File: config.mk
export PLATFORM = sky130hd
export DESIGN_NAME = two_button_gesture_detector_unit
export DESIGN_NICKNAME = d
export VERILOG_FILES = /design/src/rtl/tbgd_pkg.sv /design/src/rtl/two_button_gesture_detector_unit.sv
export SDC_FILE = /design/constraint.sdc
export NUM_CORES = 1
export LEC_CHECK = 0
export ABC_AREA = 1
export BUFFER_PORTS_ARGS = -buffer_cell sky130_fd_sc_hd__buf_2
export CORE_MARGIN = 5
export CORE_UTILIZATION = 58
export CTS_BUF_LIST = sky130_fd_sc_hd__clkbuf_16
export DETAILED_ROUTE_END_ITERATION = 10
export GPL_ROUTABILITY_DRIVEN = 0
export PLACE_DENSITY = 0.87
export SYNTH_ARGS = -nofsm -noshare
export SYNTH_HDL_FRONTEND = slang
export SYNTH_SLANG_ARGS = --single-unit
File: constraint.sdc
create_clock -name clk_i -period 11.6 [get_ports clk_i]
set_input_delay 1.74 -clock clk_i [delete_from_list [all_inputs] [get_ports clk_i]]
set_output_delay 1.74 -clock clk_i [all_outputs]
set_load 0.05 [all_outputs]
File: src/rtl/tbgd_pkg.sv
// shared constants and types for the two-button gesture detector
package tbgd_pkg;

  localparam int unsigned Buttons  = 2;
  localparam int unsigned CntW     = 8;
  localparam int unsigned CmdW     = 4;
  localparam int unsigned CmdCntW  = 5;
  localparam int unsigned AddrW    = 5;
  localparam int unsigned DataW    = 32;
  localparam int unsigned InDataW  = 8;
  localparam int unsigned OutDataW = 16;

  localparam logic [CntW-1:0] CntMax = '1;

  // register indexes, at byte address 4 * index
  localparam logic [2:0] RegTapMin    = 3'd0;
  localparam logic [2:0] RegHoldCount = 3'd1;
  localparam logic [2:0] RegDblWindow = 3'd2;
  localparam logic [2:0] RegComboHold = 3'd3;
  localparam logic [2:0] RegCmdCount  = 3'd4;

  localparam logic [CntW-1:0]    TapMinRst    = 8'd5;
  localparam logic [CntW-1:0]    HoldCountRst = 8'd80;
  localparam logic [CntW-1:0]    DblWindowRst = 8'd20;
  localparam logic [CntW-1:0]    ComboHoldRst = 8'd65;
  localparam logic [CmdCntW-1:0] CmdCountRst  = 5'd9;

  // result beat, packed from the msb down to b0_tap in bit 0
  typedef struct packed {
    logic            pad;
    logic            send_request;
    logic [CmdW-1:0] command_pick;
    logic            setup_now;
    logic            setup_toggled;
    logic            b1_release;
    logic            b1_hold;
    logic            b1_double;
    logic            b1_tap;
    logic            b0_release;
    logic            b0_hold;
    logic            b0_double;
    logic            b0_tap;
  } result_t;

endpackage

File: src/rtl/two_button_gesture_detector_unit.sv
// two-button tap, double tap, hold and release detector with setup mode and command index
// the result beat of an accepted input beat is registered and shown on the master side in the next cycle
// throughput: one beat per cycle while the master side takes results; the button update is a single combinational pass
//   from the state registers into the state and result registers
// a held result beat does not stall input while the result register can be emptied
// reset: asynchronous, active low; state cleared, registers back to their defaults
module two_button_gesture_detector_unit
  import tbgd_pkg::*;
(
  input  logic                clk_i,
  input  logic                rst_ni,
  // configuration port
  input  logic                psel,
  input  logic                penable,
  input  logic                pwrite,
  input  logic [AddrW-1:0]    paddr,
  input  logic [DataW-1:0]    pwdata,
  output logic [DataW-1:0]    prdata,
  output logic                pready,
  // input ticks
  input  logic                s_axis_tvalid,
  output logic                s_axis_tready,
  input  logic [InDataW-1:0]  s_axis_tdata,   // btn0 level, btn1 level, link busy, zero
  // results
  output logic                m_axis_tvalid,
  input  logic                m_axis_tready,
  output logic [OutDataW-1:0] m_axis_tdata    // b0_tap, b0_double, b0_hold, b0_release,
                                              // b1_tap, b1_double, b1_hold, b1_release,
                                              // setup_toggled, setup_now, command_pick[3:0],
                                              // send_request, zero
);

  // configuration registers
  logic [CntW-1:0]    tap_min_q, hold_count_q, dbl_window_q, combo_hold_q;
  logic [CmdCntW-1:0] cmd_count_q;
  logic               cfg_wr;
  logic [2:0]         cfg_idx;

  assign pready  = 1'b1;
  assign cfg_wr  = psel && penable && pwrite;
  assign cfg_idx = paddr[AddrW-1:2];

  always_ff @(posedge clk_i or negedge rst_ni) begin
    if (!rst_ni) begin
      tap_min_q    <= TapMinRst;
      hold_count_q <= HoldCountRst;
      dbl_window_q <= DblWindowRst;
      combo_hold_q <= ComboHoldRst;
      cmd_count_q  <= CmdCountRst;
    end else if (cfg_wr) begin
      case (cfg_idx)
        RegTapMin:    tap_min_q    <= pwdata[CntW-1:0];
        RegHoldCount: hold_count_q <= pwdata[CntW-1:0];
        RegDblWindow: dbl_window_q <= pwdata[CntW-1:0];
        RegComboHold: combo_hold_q <= pwdata[CntW-1:0];
        RegCmdCount:  cmd_count_q  <= pwdata[CmdCntW-1:0];
        default: ;
      endcase
    end
  end

  always_comb begin
    case (cfg_idx)
      RegTapMin:    prdata = {{(DataW-CntW){1'b0}}, tap_min_q};
      RegHoldCount: prdata = {{(DataW-CntW){1'b0}}, hold_count_q};
      RegDblWindow: prdata = {{(DataW-CntW){1'b0}}, dbl_window_q};
      RegComboHold: prdata = {{(DataW-CntW){1'b0}}, combo_hold_q};
      RegCmdCount:  prdata = {{(DataW-CmdCntW){1'b0}}, cmd_count_q};
      default:      prdata = '0;
    endcase
  end

  // gesture state
  logic [CntW-1:0] press_q   [Buttons];
  logic [CntW-1:0] press_d   [Buttons];
  logic [CntW-1:0] release_q [Buttons];
  logic [CntW-1:0] release_d [Buttons];
  logic [Buttons-1:0] tap_armed_q, tap_armed_d;
  logic [Buttons-1:0] dbl_armed_q, dbl_armed_d;
  logic [Buttons-1:0] hold_on_q, hold_on_d;
  logic               lock_q, lock_d;
  logic               setup_q, setup_d;
  logic [CmdW-1:0]    cmd_q, cmd_d;

  logic [Buttons-1:0] ev_tap, ev_dbl, ev_hold, ev_rel;
  logic               ev_toggle, ev_send;

  logic    in_fire, out_fire;
  logic    out_valid_q;
  result_t res_q, res_d;

  assign s_axis_tready = !out_valid_q || m_axis_tready;
  assign in_fire       = s_axis_tvalid && s_axis_tready;
  assign out_fire      = out_valid_q && m_axis_tready;

  // button 0 then button 1, button 1 seeing what button 0 left
  always_comb begin
    logic idx;
    logic pressed;
    logic busy;
    press_d     = press_q;
    release_d   = release_q;
    tap_armed_d = tap_armed_q;
    dbl_armed_d = dbl_armed_q;
    hold_on_d   = hold_on_q;
    lock_d      = lock_q;
    setup_d     = setup_q;
    cmd_d       = cmd_q;
    ev_tap      = '0;
    ev_dbl      = '0;
    ev_hold     = '0;
    ev_rel      = '0;
    ev_toggle   = 1'b0;
    ev_send     = 1'b0;
    busy        = s_axis_tdata[2];
    for (int b = 0; b < Buttons; b++) begin
      idx     = 1'(b);
      pressed = s_axis_tdata[idx];
      if (!busy) begin
        if (pressed) begin
          if (press_d[idx] != CntMax && !lock_d) press_d[idx] = press_d[idx] + 8'd1;
          if (press_d[0] >= combo_hold_q && press_d[1] >= combo_hold_q) begin
            press_d[0] = '0;
            press_d[1] = '0;
            lock_d     = 1'b1;
            setup_d    = !setup_d;
            ev_toggle  = 1'b1;
          end
          if (tap_armed_d[idx] && release_d[idx] <= dbl_window_q) dbl_armed_d[idx] = 1'b1;
          if (press_d[idx] == hold_count_q) begin
            hold_on_d[idx] = 1'b1;
            ev_hold[idx]   = 1'b1;
          end
        end else begin
          if (tap_armed_d[idx] && release_d[idx] != CntMax)
            release_d[idx] = release_d[idx] + 8'd1;
          if (press_d[idx] > tap_min_q && press_d[idx] < hold_count_q) begin
            if (dbl_armed_d[idx]) begin
              release_d[idx]   = '0;
              tap_armed_d[idx] = 1'b0;
              dbl_armed_d[idx] = 1'b0;
              ev_dbl[idx]      = 1'b1;
            end else begin
              tap_armed_d[idx] = 1'b1;
            end
          end
          if (tap_armed_d[idx] && release_d[idx] > dbl_window_q) begin
            tap_armed_d[idx] = 1'b0;
            release_d[idx]   = '0;
            ev_tap[idx]      = 1'b1;
            if (idx == 1'b0) begin
              // step down, wrapping to the top command
              if (cmd_d == '0) cmd_d = CmdW'(cmd_count_q - 5'd1);
              else             cmd_d = cmd_d - 4'd1;
            end else begin
              ev_send = 1'b1;
            end
          end
          press_d[idx] = '0;
          lock_d       = 1'b0;
          if (hold_on_d[idx]) ev_rel[idx] = 1'b1;
          hold_on_d[idx] = 1'b0;
        end
      end
    end
  end

  always_comb begin
    res_d               = '0;
    res_d.b0_tap        = ev_tap[0];
    res_d.b0_double     = ev_dbl[0];
    res_d.b0_hold       = ev_hold[0];
    res_d.b0_release    = ev_rel[0];
    res_d.b1_tap        = ev_tap[1];
    res_d.b1_double     = ev_dbl[1];
    res_d.b1_hold       = ev_hold[1];
    res_d.b1_release    = ev_rel[1];
    res_d.setup_toggled = ev_toggle;
    res_d.setup_now     = setup_d;
    res_d.command_pick  = cmd_d;
    res_d.send_request  = ev_send;
  end

  always_ff @(posedge clk_i or negedge rst_ni) begin
    if (!rst_ni) begin
      for (int b = 0; b < Buttons; b++) begin
        press_q[b]   <= '0;
        release_q[b] <= '0;
      end
      tap_armed_q <= '0;
      dbl_armed_q <= '0;
      hold_on_q   <= '0;
      lock_q      <= 1'b0;
      setup_q     <= 1'b0;
      cmd_q       <= '0;
    end else if (in_fire) begin
      press_q     <= press_d;
      release_q   <= release_d;
      tap_armed_q <= tap_armed_d;
      dbl_armed_q <= dbl_armed_d;
      hold_on_q   <= hold_on_d;
      lock_q      <= lock_d;
      setup_q     <= setup_d;
      cmd_q       <= cmd_d;
    end
  end

  always_ff @(posedge clk_i or negedge rst_ni) begin
    if (!rst_ni) begin
      out_valid_q <= 1'b0;
    end else if (in_fire) begin
      out_valid_q <= 1'b1;
    end else if (out_fire) begin
      out_valid_q <= 1'b0;
    end
  end

  always_ff @(posedge clk_i) begin
    if (in_fire) begin
      res_q <= res_d;
    end
  end

  assign m_axis_tvalid = out_valid_q;
  assign m_axis_tdata  = res_q;

endmodule
==> results.cfg, run 1 <==
[grt]
grt_pass1_wl_um = 33300
grtUsageTotal_pct = 25.6
grt_overflow = 0
grt_pass1_vias = 6884
grt_max_degree = 64
antenna_found_initial = 0

[clocking]
postCtsSetupRepairBufs = 0
cts.sinks = 96
ctsHoldBuffers = 0
clk_pin_slew_worst_paths_ps = 60
clk-insertion-delay-late_ps = 350
ctsRootBufferMaster = clkbuf_16
cts_resized = 0
cts.htree.levels = 3
clk_path_buf_depth = 2
numCtsBuffers = 9
cts_tree = yes

[route]
vias = 7139
viasPerCell = 5.73
wl_um = 20100
drt_iter0_drc = 653
drc = 0
ant_nets = 0
first_pass_iters = 5
wl_per_cell_um = 16.2

[timing]
slew_violations = 0
timing.final.ws_setup_ps = 5180
min_period_over_period_pct = 55.3
setup-tns-final_ps = 0
hold_violations = 0
fmax_mhz = 156
rsz0062_at_grt = false
fin_skew_ps = 9.12
slew_headroom_pct = 33.5
setup_violations = 0
worst_pin_slew_ps = 990
finalCriticalPeriod_ps = 6420

[power_and_ir_drop]
p_switching_w = 0.000908
p_leak_nw = 4.33
swShare_pct = 49.4
p_per_area_nw_per_um2 = 221
power.share.sequential_pct = 28.2
combPwrFrac_pct = 57.1
p_clk_share_pct = 14.7
ir_drop_uv = 127
intPower_w = 0.000931

[setup_path]
critPathSlowestCell = dfrtp_1
endpoint_kind = flop
r2r_start = press_q[9]
startpoint_type = flop
max_stage_delay_ps = 440
crit_top_cell = nand2_1
crit_start = press_q[9]
cp.required_ps = 11800
cp.arrival_ps = 6620
crit_type = flop to flop
cp_max_fo = 17

[logic_synthesis]
synth_top_family_by_area = simple AND/OR/NAND/NOR gates
synth-edff-count = 14
ys_ff_latch = 96
synth-simple-area-share_pct = 24.4
synth_compound_area_share_pct = 13.6
ys_seq_area_share_pct = 31.9
synth_cells = 1026
syn_area_per_cell_um2 = 7.59
synth_fa_ha_area_share_pct = 15.9
synth_ff_type = dfrtp_1
synthXorXnorAreaFrac_pct = 3.24
syn_area_um2 = 7790
ys_types = 56
muxShareOfSynthArea_pct = 0
ys_warn_count = 0
async_reset_ff_share_pct = 85.4

[cells_and_area]
finalNonFillerCells = 1246
antenna_cells = 0
layout-drive-gt1-share_pct = 10.2
fin_util_pct = 63.1
syn_to_final_growth_pct = 6.91
fin_nets = 1216
nFillCells = 1149

[die]
die_area_um2 = 15800
die_y_um = 126
num_rows = 42
core_um2 = 13200
die_x_um = 126
initial_core_util_pct = 59.1
io_pins = 103

[worst_hold_path]
hold_class = flop to flop
min-delay-start = cmd_count_q[1]

[run_status]
status = completed

[placement]
post-place-ws_ps = 5380
dp_cells = 1230
dp_hpwl_um = 15400
io_buffers = 45

[flow_run]
maxCapViolations = 0
-- path summary, 6_finish.rpt --
| check | end | slack [ps] | depth (start not counted) |
|---|---|---|---|
| hold reg to reg | cmd_count_q[1] | 490 | 2 |
| min in group asynchronous | cmd_q[1] | 1270 | 1 |
| hold / removal | cmd_count_q[1] | 490 | 2 |
| setup reg to reg | press_q[8] | 5180 | 33 |
| max in group asynchronous | press_q[4] | 9210 | 2 |
| setup / recovery | press_q[8] | 5180 | 33 |
-- cells by family after synthesis --
group                    count (synthesis)
XOR/XNOR                                28
AND/OR/NAND/NOR                        424
AO/OA/AOI/OAI                          183
buffers and inverters                  194
adder cells (fa/ha/maj)                 99
flip-flops                              96
other                                    2
-- power by group through the flow --
stage          registers (W)  clock network [W]  logic, W
2_1_floorplan       0.000524                  0  0.000791
3_3_place_gp        0.000519                  0  0.000988
3_5_place_dp        0.000522                  0   0.00103
4_1_cts             0.000516           0.000272   0.00104
5_1_grt             0.000531           0.000286   0.00119
6_report            0.000519           0.000270   0.00105
-- Yosys cell counts (2+ instances only) --
cell type,n,area share [%]
o21a_1,3,0.29
inv_1,145,7.0
buf_4,27,2.6
o2111ai_1,2,0.22
nor2_2,3,0.24
a221o_1,2,0.26
nand4_1,23,1.8
dfrtp_1,72,23
xnor2_1,4,0.45
o22ai_1,12,0.96
xor2_1,23,2.6
dfstp_2,10,3.4
nand2_1,234,11
a31oi_1,3,0.24
nand2_4,4,0.58
a21oi_1,40,2.6
o21ai_0,88,5.7
nor2_1,58,2.8
a22oi_1,4,0.39
conb_1,2,0.096
nand3_1,69,4.4
inv_2,4,0.19
clkbuf_1,12,0.58
clkinv_1,2,0.096
a211oi_1,2,0.19
a21o_1,2,0.19
o21ai_1,3,0.19
edfxtp_1,14,5.4
a21oi_2,2,0.22
nor3_2,2,0.26
a221oi_1,4,0.45
ha_1,99,16
o21ai_2,4,0.45
nor2_4,3,0.43
nor3_1,6,0.39
and2_1,3,0.24
o211ai_1,4,0.39
nand3_2,4,0.51
nand2_2,9,0.72
buf_2,3,0.19
-- worst max-delay path: cells and delay by family (launching register included) --
kind / cells / cell delay (ps)
compound gates: 5 / 640
xor+xnor: 1 / 250
fa+ha+maj: 4 / 1040
buf+inv: 3 / 650
flops: 1 / 440
simple gates: 20 / 3220
-- layout make-up --
cell class / count / area (um^2) / area share [%]
Multi-Input combinational cell: 760 / 4550 / 54.7
Sequential cell: 96 / 2480 / 29.8
Inverter: 151 / 567 / 6.81
Timing Repair Buffer: 47 / 243 / 2.91
Clock buffer: 9 / 225 / 2.70
Tap cell: 176 / 220 / 2.64
Clock inverter: 7 / 33.8 / 0.406
-- per-layer routing --
metal  global-route usage (%)  share of wire (%)  vias to the layer above
li1                         -                  -                     3443
met1                     34.7                 42                     3270
met2                     39.2                 44                      372
met3                     6.86                 11                       54
met4                     10.1                3.1                        0
met5                        0                  0                        -
-- placed cells by master, fill, tap and decap left out, types with 6 or more instances in the layout --
| cell type | instances |
|---|---|
| ha_1 | 99 |
| nor2_1 | 58 |
| o22ai_1 | 12 |
| buf_2 | 44 |
| a21oi_1 | 40 |
| nand4_1 | 23 |
| clkbuf_16 | 9 |
| xor2_1 | 23 |
| nand2_2 | 9 |
| nand3_1 | 69 |
| inv_1 | 148 |
| conb_1 | 26 |
| dfrtp_1 | 72 |
| o21ai_0 | 88 |
| nor3_1 | 6 |
| nand2_1 | 234 |
| edfxtp_1 | 14 |
| dfstp_2 | 10 |
-- state kept, by name, summed over array words and instances, names as in the netlist --
register / cells
press_q: 16
release_q: 16
m_axis_tdata: 14
combo_hold_q: 8
dbl_window_q: 8
hold_count_q: 8
tap_min_q: 8
cmd_count_q: 5
cmd_q: 4
dbl_armed_q: 2
hold_on_q: 2
tap_armed_q: 2
lock_q: 1
m_axis_tvalid: 1
setup_q: 1
-- through the flow --
step	instance area [um^2]	total power (W)	hold WS, ps
global route	8330	0.00200	519
floorplan	7880	0.00132	453
detailed placement	8070	0.00155	473
global placement	8070	0.00151	465
CTS	8330	0.00182	489
finish	8330	0.00184	491
Power figures use the tool's default switching activity.
==> run 2, diff against run 1 <==
--- a/config.mk
+++ b/config.mk
@@ -5,7 +5,7 @@
 export SDC_FILE = /design/constraint.sdc
 export NUM_CORES = 1
 export LEC_CHECK = 0
-export ABC_AREA = 1
+export ABC_AREA = 0
 export BUFFER_PORTS_ARGS = -buffer_cell sky130_fd_sc_hd__buf_2
 export CORE_MARGIN = 5
 export CORE_UTILIZATION = 58
==> constraint.sdc (replaced) <==
create_clock -name clk_i -period 6 [get_ports clk_i]
set_input_delay 0.9 -clock clk_i [delete_from_list [all_inputs] [get_ports clk_i]]
set_output_delay 0.9 -clock clk_i [all_outputs]
set_load 0.05 [all_outputs]
==> run 2 against run 1 <==
Compared with the run above: clock power grew 100%; register-to-register slack lost 5200 ps; sequential power grew 80%; critical path depth shrank 3; count of clock-buffer cells in the layout is the same; setup slack lost 5200 ps; critical path type unchanged; largest power group unchanged.
==> results.cfg, run 2 <==
[grt]
antenna_found_initial = 0
grt_overflow = 0
grt_pass1_wl_um = 35500
grt_pass1_vias = 6966
grt_max_degree = 83
grtUsageTotal_pct = 27.6

[logic_synthesis]
muxShareOfSynthArea_pct = 6.67
synth_fa_ha_area_share_pct = 15.5
ys_types = 82
synthMostInstantiatedCell = ha_1
async_reset_ff_share_pct = 85.4
synth_common_cells = ha_1 (99), nand2_1 (81), dfrtp_1 (72), o21ai_0 (68), nor2_1 (51)
synthXorXnorAreaFrac_pct = 2.54
synth_ff_type = dfrtp_1
synth_cells = 879
synth_top_area_share_pct = 22.6
syn_area_per_cell_um2 = 9.07
ys_warn_count = 0
synth-edff-count = 14
synth_compound_area_share_pct = 19.4
ys_ff_latch = 96
synth_top_family_by_area = compound AO/OA/AOI/OAI gates
synth_area_leaders = dfrtp_1 (23%), ha_1 (16%), edfxtp_1 (5.3%)
synth_area_leader_cell = dfrtp_1
syn_area_um2 = 7970
ys_seq_area_share_pct = 31.2
synth-simple-area-share_pct = 18.5

[setup_path]
max_stage_delay_ps = 510
crit_start = press_q[9]
startpoint_type = flop
endpoint_kind = flop
critPathSlowestCell = or4b_4
cp.required_ps = 6230
crit_type = flop to flop
cp_max_fo = 8
r2r_start = press_q[9]
cp.arrival_ps = 6220
r2r_cells = 30

[worst_hold_path]
whs_path_depth = 2
min-delay-start = hold_on_q[1]
hold_class = flop to flop

[route]
wl_met1_um = 9430
vias = 7495
drc = 0
viasPerCell = 6.55
wl_um = 23300
wl_met2_um = 10600
route.met3.wl_um = 2420
first_pass_iters = 8
wl_per_cell_um = 20.4
ant_nets = 0
top_layer_used = met4
drt_iter0_drc = 987

[cells_and_area]
antenna_cells = 0
layout-drive-gt1-share_pct = 24.7
finalNonFillerCells = 1145
mostFrequentLayoutCells = ha_1 (91), nand2_1 (81), dfrtp_1 (70), o21ai_0 (64), buf_4 (50)
syn_to_final_growth_pct = 16.0
multiInputGateArea_um2 = 5420
fin_nets = 1115
fin_util_pct = 69.3
regArea_um2 = 2490
nFillCells = 986
final_common_cell = ha_1

[placement]
dp_cells = 1117
post-place-ws_ps = -111
io_buffers = 45
dp_hpwl_um = 16600

[power_and_ir_drop]
p_per_area_nw_per_um2 = 325
p_leak_nw = 4.30
ir_drop_uv = 221

[timing]
timing.final.ws_setup_ps = 7.74
min_period_over_period_pct = 99.9
slew_violations = 0
fmax_mhz = 167
hold_violations = 0
worst_pin_slew_ps = 1070
setup_violations = 0
fin_skew_ps = 13.9
rsz0062_at_grt = true
finalCriticalPeriod_ps = 5990
slew_headroom_pct = 28.7
finalHoldWorstSlack_ps = 518

[die]
die_y_um = 127
core_um2 = 13300
die_area_um2 = 16200
initial_core_util_pct = 59.7
io_pins = 103
num_rows = 42
die_x_um = 127

[clocking]
clk_path_buf_depth = 2
cts.htree.levels = 3
numCtsBuffers = 9
ctsRootBufferMaster = clkbuf_16
ctsHoldBuffers = 0
cts_tree = yes
clk_pin_slew_worst_paths_ps = 70
cts.sinks = 96
clk-insertion-delay-late_ps = 370

[flow_run]
maxCapViolations = 0

[run_status]
status = completed
==> run 2: cell types whose count changed after synthesis, moves of 11 or more <==
cell / delta
nor2b_1: +22
xnor2_1: +12
a21o_1: +25
xor2_1: -19
nand2_1: -153
inv_1: -99
o21ai_0: -20
mux2i_1: +11
nand2b_1: +15
nand3_1: -40
or3_1: +11
a22o_1: +11
mux2_2: +26
==> run 2: cell families (layout without fill, tap and decap cells) <==
family                     after synthesis  count (layout)
xor gates and xnor gates                21              21
buffers and inverters                   99             165
other                                    2              26
adders and majority gates               99              99
DFF                                     96              96
AOI/OAI and AO/OA                      232             232
muxes                                   44              44
and+or+nand+nor                        286             286
==> run 2: critical path, delay by kind of cell (launching register included) <==
| family | cells | cell delay (ps) |
|---|---|---|
| compound gates | 11 | 1920 |
| xor+xnor | 1 | 200 |
| flops | 1 | 370 |
| fa+ha+maj | 4 | 930 |
| simple gates | 11 | 2010 |
| buf+inv | 3 | 410 |
==> run 2: area by class of cell <==
cell class	instances	share of cell area, %
tap	176	2.38
clock buffer	9	2.44
inverter	49	1.99
clock inverter	7	0.433
timing repair buffer	100	7.20
multi-input combinational	708	58.7
sequential	96	26.9
==> run 2: final timing paths <==
kind | to | slack [ps]
max in group asynchronous | press_q[8] | 4570
max reg2reg | m_axis_tdata[6] | 8
max | m_axis_tdata[6] | 8
min reg2reg | hold_on_q[1] | 520
min | hold_on_q[1] | 520
min in group asynchronous | press_q[12] | 720
==> run 2: metal layers <==
| metal | vias to the layer above | track usage [%] |
|---|---|---|
| li1 | 3359 | - |
| met2 | 468 | 42.7 |
| met5 | - | 0 |
| met4 | 0 | 11.9 |
| met1 | 3577 | 37.5 |
| met3 | 91 | 6.14 |
==> run 2: what timing repair did <==
item                                    4_1_cts  5_1_grt
endpoints found under the hold margin         0        0
endpoints found under the setup margin        9       26
resized for setup                             3       64
setup buffers                                 0       12
pin swaps                                     1       38
==> run 2: where the power goes <==
part	leakage [nW]	switching, W	internal, W	total (W)
registers	1.12	0.000147	0.000786	0.000934
clock network	0.138	0.000267	0.000278	0.000546
logic	3.05	0.000885	0.000636	0.00152
total	4.30	0.00130	0.00170	0.00300
==> run 2: through the flow <==
stage / total power, W / TNS, ps / area (um^2)
after floorplan: 0.00189 / 0 / 8130
after global placement: 0.00220 / 0 / 8600
after detailed placement: 0.00227 / -402 / 8600
after CTS: 0.00282 / 0 / 8880
after global routing: 0.00319 / -2660 / 9250
final: 0.00300 / 0 / 9250
